$ cat config.mk
export PLATFORM = sky130hd
export DESIGN_NAME = delta_sigma_bitstream_modulator
export DESIGN_NICKNAME = d
export VERILOG_FILES = /design/src/sv/dsbm_pkg.sv /design/src/sv/delta_sigma_bitstream_modulator.sv /design/src/sv/dsbm_dp.sv /design/src/sv/dsbm_seq.sv
export SDC_FILE = /design/constraint.sdc
export NUM_CORES = 1
export LEC_CHECK = 0
export BUFFER_PORTS_ARGS = -buffer_cell sky130_fd_sc_hd__buf_4
export CAP_MARGIN = 30
export CORE_UTILIZATION = 51
export DETAILED_ROUTE_END_ITERATION = 8
export MAX_ROUTING_LAYER = met4
export PLACE_DENSITY_LB_ADDON = 0.25
export RECOVER_POWER = 25
export SLEW_MARGIN = 5
export SYNTH_ARGS = -nofsm -noshare
export SYNTH_HDL_FRONTEND = slang
export SYNTH_SLANG_ARGS = --single-unit
$ cat constraint.sdc
create_clock -name clk -period 4.5 [get_ports clk]
set_input_delay 0.45 -clock clk [delete_from_list [all_inputs] [get_ports clk]]
set_output_delay 0.45 -clock clk [all_outputs]
set_load 0.01 [all_outputs]
$ cat src/sv/dsbm_pkg.sv
// ----------------------------------------------------------------------------
// dsbm_pkg: shared types and constants of the delta-sigma modulator
// Word and register geometry, reset values, sequencer states and the
// control group that the sequencer hands to the datapath.
// ----------------------------------------------------------------------------
package dsbm_pkg;

	localparam int MAX_WORDS       = 8;
	localparam int BITS_PER_WORD   = 32;
	localparam int STEP_SHIFT_BASE = 4;
	localparam int LEVEL_SHIFT     = 8;

	localparam int SAMPLE_W = 16;
	localparam int LEVEL_W  = 24;
	localparam int WORD_W   = 32;
	localparam int WPS_W    = 4;
	localparam int PREF_W   = 24;
	localparam int CFG_W    = 24;
	localparam int BIT_CNT_W  = $clog2(BITS_PER_WORD);
	localparam int WORD_CNT_W = (MAX_WORDS > 1) ? $clog2(MAX_WORDS) : 1;

	localparam logic [WPS_W-1:0]  WPS_RESET  = 4'd1;
	localparam logic [PREF_W-1:0] PREF_RESET = 24'd8388352;

	typedef enum logic [0:0] {
		REG_WORDS_PER_SAMPLE   = 1'b0,
		REG_POSITIVE_REFERENCE = 1'b1
	} cfg_reg_t;

	typedef enum logic [0:0] {
		ST_IDLE = 1'b0,
		ST_RUN  = 1'b1
	} seq_state_t;

	typedef struct packed {
		logic load;
		logic step_en;
	} dp_ctrl_t;

endpackage

$ cat src/sv/delta_sigma_bitstream_modulator.sv
// ----------------------------------------------------------------------------
// delta_sigma_bitstream_modulator: first-order pulse-density modulator
// Turns each signed 16-bit PCM sample into words_per_sample 32-bit words of
// pulse-density bits, MSB first, the last word of a sample flagged.
//
// Input channel: sample with in_valid/in_stall; an item is taken when
// in_valid is high and in_stall low. in_stall is high while a sample is
// being worked on.
// Output channel: bit_word and last_word with out_valid/out_stall; the
// receiver holds out_stall high to keep the current word.
// Configuration: cfg_we writes cfg_data into the register at cfg_index
// (0 words_per_sample, 1 positive_reference); write only while idle.
// Timing: the shared accumulator adder makes one bit per cycle unless a
// stalled output register holds it back. A words_per_sample above 8
// counts as 8; zero emits no word.
// A stalled output register holds the last bit of the next word back.
// Reset: clears levels, accumulator and output valid; registers go to
// words_per_sample 1 and positive_reference 8388352.
// ----------------------------------------------------------------------------
module delta_sigma_bitstream_modulator (
	input  logic                          clk,
	input  logic                          arst_n,
	input  logic                          cfg_we,
	input  dsbm_pkg::cfg_reg_t            cfg_index,
	input  logic [dsbm_pkg::CFG_W-1:0]    cfg_data,
	input  logic                          in_valid,
	output logic                          in_stall,
	input  logic signed [dsbm_pkg::SAMPLE_W-1:0] sample,
	output logic                          out_valid,
	input  logic                          out_stall,
	output logic [dsbm_pkg::WORD_W-1:0]   bit_word,
	output logic                          last_word
);
	import dsbm_pkg::*;

	logic [WPS_W-1:0]  wps_q;
	logic [PREF_W-1:0] pref_q;
	logic [WPS_W-1:0]  count;
	dp_ctrl_t          ctrl;
	logic [WORD_W-1:0] word_nxt;

	assign count = (wps_q > WPS_W'(MAX_WORDS)) ? WPS_W'(MAX_WORDS) : wps_q;

	always_ff @(posedge clk or negedge arst_n) begin
		if (!arst_n) begin
			wps_q  <= WPS_RESET;
			pref_q <= PREF_RESET;
		end else if (cfg_we) begin
			unique case (cfg_index)
				REG_WORDS_PER_SAMPLE:   wps_q  <= cfg_data[WPS_W-1:0];
				REG_POSITIVE_REFERENCE: pref_q <= cfg_data[PREF_W-1:0];
				default: ;
			endcase
		end
	end

	dsbm_seq u_seq (
		.clk       (clk),
		.arst_n    (arst_n),
		.in_valid  (in_valid),
		.in_stall  (in_stall),
		.count     (count),
		.word_nxt  (word_nxt),
		.ctrl      (ctrl),
		.out_valid (out_valid),
		.out_stall (out_stall),
		.bit_word  (bit_word),
		.last_word (last_word)
	);

	dsbm_dp u_dp (
		.clk                (clk),
		.arst_n             (arst_n),
		.ctrl               (ctrl),
		.sample             (sample),
		.count              (count),
		.positive_reference (pref_q),
		.word_nxt           (word_nxt)
	);

endmodule

$ cat src/sv/dsbm_dp.sv
// ----------------------------------------------------------------------------
// dsbm_dp: modulator datapath
// Holds previous level, reference, step, error accumulator and the bit
// shift register; one accumulator update and one bit per enabled cycle.
// ----------------------------------------------------------------------------
module dsbm_dp (
	input  logic                           clk,
	input  logic                           arst_n,
	input  dsbm_pkg::dp_ctrl_t             ctrl,
	input  logic [dsbm_pkg::SAMPLE_W-1:0]  sample,
	input  logic [dsbm_pkg::WPS_W-1:0]     count,
	input  logic [dsbm_pkg::PREF_W-1:0]    positive_reference,
	output logic [dsbm_pkg::WORD_W-1:0]    word_nxt
);
	import dsbm_pkg::*;

	logic [LEVEL_W-1:0]       prev_q;
	logic [WORD_W-1:0]        acc_q;
	logic [WORD_W-1:0]        ref_q;
	logic [WORD_W-1:0]        step_q;
	logic [WORD_W-1:0]        bits_q;
	logic [WORD_W-1:0]        level32;
	logic signed [WORD_W-1:0] diff32;
	logic [WPS_W-1:0]         shamt;
	logic [WORD_W-1:0]        step_nxt;
	logic [WORD_W-1:0]        pref32;
	logic [WORD_W-1:0]        addend;
	logic [WORD_W-1:0]        acc_nxt;

	assign level32  = {{(WORD_W-SAMPLE_W-LEVEL_SHIFT){sample[SAMPLE_W-1]}}, sample,
		{LEVEL_SHIFT{1'b0}}};
	assign diff32   = signed'(level32 - {{(WORD_W-LEVEL_W){prev_q[LEVEL_W-1]}}, prev_q});
	assign shamt    = WPS_W'(STEP_SHIFT_BASE) + count;
	assign step_nxt = WORD_W'(diff32 >>> shamt);

	assign pref32   = {{(WORD_W-PREF_W){1'b0}}, positive_reference};
	assign addend   = acc_q[WORD_W-1] ? pref32 : (~pref32 + WORD_W'(1));
	assign acc_nxt  = acc_q - ref_q + addend;
	assign word_nxt = {bits_q[WORD_W-2:0], acc_q[WORD_W-1]};

	always_ff @(posedge clk or negedge arst_n) begin
		if (!arst_n) begin
			prev_q <= '0;
			acc_q  <= '0;
		end else begin
			if (ctrl.load) begin
				prev_q <= level32[LEVEL_W-1:0];
			end
			if (ctrl.step_en) begin
				acc_q <= acc_nxt;
			end
		end
	end

	always_ff @(posedge clk) begin
		if (ctrl.load) begin
			ref_q  <= level32;
			step_q <= step_nxt;
		end else if (ctrl.step_en) begin
			ref_q  <= ref_q + step_q;
			bits_q <= word_nxt;
		end
	end

endmodule

$ cat src/sv/dsbm_seq.sv
// ----------------------------------------------------------------------------
// dsbm_seq: bit and word sequencer with output register
// Counts bits and words of one item, steps the datapath and loads each
// finished word into the output register.
// ----------------------------------------------------------------------------
module dsbm_seq (
	input  logic                          clk,
	input  logic                          arst_n,
	input  logic                          in_valid,
	output logic                          in_stall,
	input  logic [dsbm_pkg::WPS_W-1:0]    count,
	input  logic [dsbm_pkg::WORD_W-1:0]   word_nxt,
	output dsbm_pkg::dp_ctrl_t            ctrl,
	output logic                          out_valid,
	input  logic                          out_stall,
	output logic [dsbm_pkg::WORD_W-1:0]   bit_word,
	output logic                          last_word
);
	import dsbm_pkg::*;

	seq_state_t            state_q;
	seq_state_t            state_nxt;
	logic [BIT_CNT_W-1:0]  bit_cnt_q;
	logic [WORD_CNT_W-1:0] word_cnt_q;
	logic [WPS_W-1:0]      count_q;
	logic                  out_valid_q;
	logic [WORD_W-1:0]     out_word_q;
	logic                  out_last_q;
	logic                  accept;
	logic                  can_load;
	logic                  bit_end;
	logic                  word_done;
	logic                  last;

	assign in_stall  = (state_q != ST_IDLE);
	assign accept    = in_valid && (state_q == ST_IDLE);
	assign can_load  = !out_valid_q || !out_stall;
	assign bit_end   = (bit_cnt_q == BIT_CNT_W'(BITS_PER_WORD - 1));
	assign word_done = (state_q == ST_RUN) && bit_end && can_load;
	assign last      = ((WPS_W'(word_cnt_q) + WPS_W'(1)) == count_q);

	assign out_valid = out_valid_q;
	assign bit_word  = out_word_q;
	assign last_word = out_last_q;

	always_comb begin
		state_nxt    = state_q;
		ctrl.load    = 1'b0;
		ctrl.step_en = 1'b0;
		unique case (state_q)
			ST_IDLE: begin
				ctrl.load = accept;
				if (accept && (count != '0)) begin
					state_nxt = ST_RUN;
				end
			end
			ST_RUN: begin
				ctrl.step_en = !bit_end || can_load;
				if (word_done && last) begin
					state_nxt = ST_IDLE;
				end
			end
			default: begin
				state_nxt = ST_IDLE;
			end
		endcase
	end

	always_ff @(posedge clk or negedge arst_n) begin
		if (!arst_n) begin
			state_q <= ST_IDLE;
		end else begin
			state_q <= state_nxt;
		end
	end

	always_ff @(posedge clk or negedge arst_n) begin
		if (!arst_n) begin
			bit_cnt_q   <= '0;
			word_cnt_q  <= '0;
			count_q     <= '0;
			out_valid_q <= 1'b0;
		end else begin
			if (accept) begin
				bit_cnt_q  <= '0;
				word_cnt_q <= '0;
				count_q    <= count;
			end else if (ctrl.step_en) begin
				bit_cnt_q <= bit_cnt_q + BIT_CNT_W'(1);
				if (word_done && !last) begin
					word_cnt_q <= word_cnt_q + WORD_CNT_W'(1);
				end
			end
			if (word_done) begin
				out_valid_q <= 1'b1;
			end else if (!out_stall) begin
				out_valid_q <= 1'b0;
			end
		end
	end

	always_ff @(posedge clk) begin
		if (word_done) begin
			out_word_q <= word_nxt;
			out_last_q <= last;
		end
	end

endmodule
Word level (Yosys, flattened, before mapping):

Cells that the tools add are included.

* register bits: 218
* logic and storage cells: 69
* input port bits: 46

* eq/ne operators: 3
* shift-type cells: 1
* order comparisons: 1
* reduce and logical (&&, ||, !) cells: 20
* mux-type cells: 16
* bitwise gates (word level): 4
* add/subtract/negate cells: 9

Operators by type and width (count)
* two-way mux 32 bit: 3
* adder 32 bit: 2
* adder 32 x 1 -> 32 bit, second input constant: 1
* inverter 24 -> 32 bit: 1
* >>> shifter 32 x 4 -> 32 bit: 1
* subtractor 32 bit: 1
* subtractor 24 x 24 -> 25 bit: 1
* two-way mux 5 bit: 2
* two-way mux 3 bit: 3
* AND reduction 2 bit: 4
* logical AND 1 bit: 6
* two-way mux 1 bit: 6
* nonzero test 2 bit: 3
* adder 5 x 1 -> 5 bit, second input constant: 1
* == test 5 bit, second input constant: 1
* adder 3 x 1 -> 4 bit, second input constant: 1
* adder 3 x 4 -> 4 bit, first input constant: 1
* == test 4 bit: 1
* greater-than comparator 4 bit, second input constant: 1
* logical NOT 1 bit: 4
* two-way mux 4 bit: 1
* nonzero test 4 bit: 1
* adder 3 x 1 -> 3 bit, second input constant: 1
* inverter 1 bit: 3
* other kinds (3): 4

Logic depth before layout (Yosys ltp):

* depth after elaboration: 7
* depth in mapped cells: 20
* mapped depth without buffers: 20

Hierarchy:

Synthesis repeated with hierarchy kept, for this count alone.

* cell total of the unflattened synthesis: 1355
* area total of the unflattened synthesis: 13834.5 µm²

By module, submodules not included
* dsbm_dp: cells an instance 1182, area each 10938.0 µm², instances 1
* dsbm_seq: cells an instance 109, area each 1725.4 µm², instances 1
* delta_sigma_bitstream_modulator: cells an instance 64, area each 1171.1 µm², instances 1

Worst setup path before layout:

Ideal clock, no wire load.

* path type: flip-flop to flip-flop
* from: reg pref_q[13]
* to: reg u_dp.acc_q[30]
* arrival: 4.442 ns
* setup time: 0.124 ns
* clock period less this slack: 4.566 ns
* stages on the path, launching flop included: 18
* slack: -0.066 ns
* required time: 4.376 ns
* path through: dfstp_2 or4_1 or3_1 nor3_2 nor2_1 xnor2_1 fa_1 ha_1 buf_6 and2_4 a311o_1 a2111oi_2 o21ai_1 o22ai_2 o21ai_2 a31o_1 a21o_1 a211o_1

* longest elaborated chain between the ends: 4

RTL lines
* start, declared: RTL line delta_sigma_bitstream_modulator.sv:37 `logic [PREF_W-1:0] pref_q;`
* start signal, assigned: RTL line delta_sigma_bitstream_modulator.sv:51 `REG_POSITIVE_REFERENCE: pref_q <= cfg_data[PREF_W-1:0];`
* inverter 24 -> 32 bit: RTL line dsbm_dp.sv:37 `assign addend = acc_q[WORD_W-1] ? pref32 : (~pref32 + WORD_W'(1));`
* adder 32 x 1 -> 32 bit: RTL line dsbm_dp.sv:37
* two-way mux 32 bit *: RTL line dsbm_dp.sv:37
* adder 32 bit *: RTL line dsbm_dp.sv:38 `assign acc_nxt = acc_q - ref_q + addend;`
* end signal, assigned: RTL line dsbm_dp.sv:50 `acc_q <= acc_nxt;`
* end, declared: RTL line dsbm_dp.sv:18 `logic [WORD_W-1:0] acc_q;`

Every way passes the cells marked *; elsewhere a longest branch is shown, timed or not.
A chain may end at the register's enable or synchronous reset.

Worst setup path after layout:

* from: reg pref_q[0]
* to: reg u_dp.acc_q[30]

Same word-level chain as after synthesis.

==> reports/metrics.yaml <==
clock_tree:
  clock_path_buffers: 3
  cts_buffers: 25
  clk_latency_ns: 0.53
  cts_tree: "built"
  cts_root_buf: "clkbuf_16"
  ctsHtreeMaxLevel: 1
  cts.clk_slew.worst_paths_ns: 0.06
  clkSinkCount: 211
synth:
  syn-cell-area_um2: 13500
  synth_flop_cell: "edfxtp_1"
  synth_edf_count: 113
  postSynthCellCount: 1350
  synth_compound_area_frac: 0.184
  yosysWarnings: 0
  synth_top_family_by_area: "compound AO/OA/AOI/OAI gates"
  synthMuxAreaShare: 0.0358
  synth_nets: 1512
  synthAdderAreaFrac: 0.126
  syn_avg_cell_area_um2: 9.99
  synth.distinct_cells: 77
  synth-simple-area-share: 0.118
  synth-seq-cells: 211
  ys_seq_area_frac: 0.432
  synthArstFlopShare: 0.427
  synth_xor_area_frac: 0.0630
timing:
  period_minus_slack_ns: 4.42
  whs_ns: 0.152
  clock-skew-final_ns: 0.0232
  final.period_utilization: 0.982
  max_freq_mhz: 226
  relSlewSlack: -1.18
  setup_violations: 0
  drv_slew: 56
  tightest_slew_ns: 3.26
  final-hold-violation-count: 0
  rsz0062_at_grt: "yes"
placed_design:
  portBuffers: 80
  placed_area_um2: 14800
  place_hpwl_um: 22300
  place.gp.congestion: 0.942
  dp.cells: 1772
detailed_routing:
  wl_per_cell_um: 16.7
  wirelength_um: 30500
  num_vias: 10300
  remaining_drc_errors: 0
  drt_iter0_drc: 613
  drtPass1Iterations: 5
  ant_nets: 0
  vias_per_cell: 5.66
critical_path:
  arrival_ns: 4.84
  end_kind: "flop"
  criticalPathCategory: "flop to flop"
  crit_required_ns: 4.92
  startpoint_type: "flop"
  crit-reg2reg-launch: "pref_q[0]"
  worstPathMaxFanout: 6
  critical_path.startpoint: "pref_q[0]"
finish:
  nFillCells: 2175
  design_area_um2: 15900
  fin_cells: 1826
  nets: 1634
  synthToLayoutAreaGrowth_pct: 18.0
  diodes: 0
  drive_above_1_share: 0.194
status:
  violations: "max-capacitance violations, max-slew violations"
  outcome: "finished with violations"
floorplanning:
  die_h_um: 165
  chipWidth_um: 165
  io_pins: 81
  rows: 59
  dieArea_um2: 27100
  initial_core_util: 0.519
  coreArea_um2: 26000
grt:
  grt_pass1_wl_um: 49000
  grt_overflow: 0
  grt_pass1_vias: 10100
  antenna_found_initial: 0
  grt.total_usage: 0.233
  grt_max_degree: 98
worst_hold_path:
  hp-class: "input port to flop"
  min_from: "cfg_data[10]"
job:
  drv_cap: 1
## layout make-up
cell class	count	area (um^2)	share of cell area
clock inverters	17	151	0.00951
multi-input cells	991	7380	0.464
well taps	335	419	0.0263
flip-flops and latches	211	5830	0.366
clock buffers	29	641	0.0402
inverters	98	368	0.0231
repair buffers	145	1130	0.0708
## metrics by stage
stage	setup WS, ns	setup TNS [ns]	utilization
2_1_floorplan	-0.0425	-0.0425	-
5_1_grt	-0.127	-0.357	0.613
6_report	0.0794	0	0.613
3_5_place_dp	-0.0792	-0.269	0.569
4_1_cts	-0.0133	-0.0133	0.603
3_3_place_gp	-0.00407	-0.00407	0.568
## routing by layer
layer	part of all wire	GRT usage	up-vias
li1	-	-	5104
met1	0.47	0.317	4935
met2	0.46	0.371	258
met3	0.051	0.0274	47
met4	0.021	0.0596	0
met5	0	-	-
## placed cells by master, fill, tap and decap left out, types with 19 or more instances in the layout
cell type and instances:
nand2b_1 19, clkbuf_16 25, nand3_1 25, xor2_1 55, mux2_2 29, o21ai_0 125
buf_4 138, dfrtp_1 74, fa_1 33, a21oi_1 80, nand2_1 137, nor2_1 78
inv_1 94, xnor2_1 41, edfxtp_1 113, a21o_1 44, ha_1 76
## cells in the mapped netlist (all sizes together) (6+ instances only)
library cell / instances / area share
nor2: 80 / 0.022
fa: 33 / 0.049
a211oi: 16 / 0.0093
nand3: 25 / 0.0093
o21bai: 7 / 0.0039
a31oi: 13 / 0.0060
edfxtp: 113 / 0.25
nand2: 138 / 0.038
dfstp: 16 / 0.031
dfrtp: 74 / 0.14
a21oi: 85 / 0.032
or3: 8 / 0.0037
buf: 7 / 0.0027
o21a: 9 / 0.0050
ha: 83 / 0.077
and3: 9 / 0.0042
dfxtp: 8 / 0.012
nor2b: 11 / 0.0051
nand2b: 22 / 0.010
mux2: 30 / 0.025
o22ai: 6 / 0.0032
inv: 97 / 0.027
o31ai: 7 / 0.0043
a21o: 44 / 0.024
o211ai: 15 / 0.0083
xnor2: 42 / 0.027
o21ai: 138 / 0.051
xor2: 55 / 0.036
clkbuf: 43 / 0.012
mux2i: 10 / 0.0074
nand4: 9 / 0.0042
o221ai: 6 / 0.0039
nor3: 18 / 0.0071
## timing repair
item	in CTS	in global routing
endpoints found under the setup margin	5	14
gates resized for setup	13	43
gates cloned	0	0
hold buffers	0	0
pin swaps	6	23
setup buffers	2	5
## logic make-up (layout without fill, tap and decap cells)
family / count (synthesis) / in the layout
fa+ha+maj: 116 / 116
flops: 211 / 211
xor+xnor: 97 / 97
mux: 42 / 42
simple gates: 345 / 345
compound gates: 391 / 391
buf+inv: 148 / 289
## critical path, cell delays in order, from the launching register on
cell and delay (ns):
dfrtp_1 0.38, buf_4 0.14, nor3_2 0.10, buf_4 0.14, nor4bb_2 0.19, buf_4 0.18, nand2b_4 0.07, nor3_4 0.21
nor2_1 0.07, xnor2_1 0.21, fa_1 0.45, ha_1 0.32, buf_4 0.17, a311o_1 0.34, a2111oi_4 0.32, o21ai_2 0.09
o22ai_2 0.17, o21ai_2 0.09, a31o_1 0.25, a21o_1 0.18, a211o_1 0.24
## path summary, 6_finish.rpt
path	slack [ns]	endpoint	depth (start not counted)
setup reg to reg	0.08	u_dp.acc_q[30]	20
max in group asynchronous	1.60	wps_q[0]	2
hold reg to reg	0.44	u_seq.bit_word[31]	0
setup / recovery	0.08	u_dp.acc_q[30]	20
hold / removal	0.15	pref_q[10]	2
min in group asynchronous	1.01	u_dp.acc_q[24]	1
## state kept, by name (all words and copies together) (netlist names), 4 cells and up
signal	cells
pref_q	24
u_dp.acc_q	32
u_dp.bits_q	31
u_dp.prev_q	16
u_dp.ref_q	32
u_dp.step_q	25
u_seq.bit_cnt_q	5
u_seq.bit_word	32
u_seq.count_q	4
wps_q	4
Power is left out: the tool's default activity adds up to more than one toggle a clock period on the data nets, which glitch-free logic cannot reach.
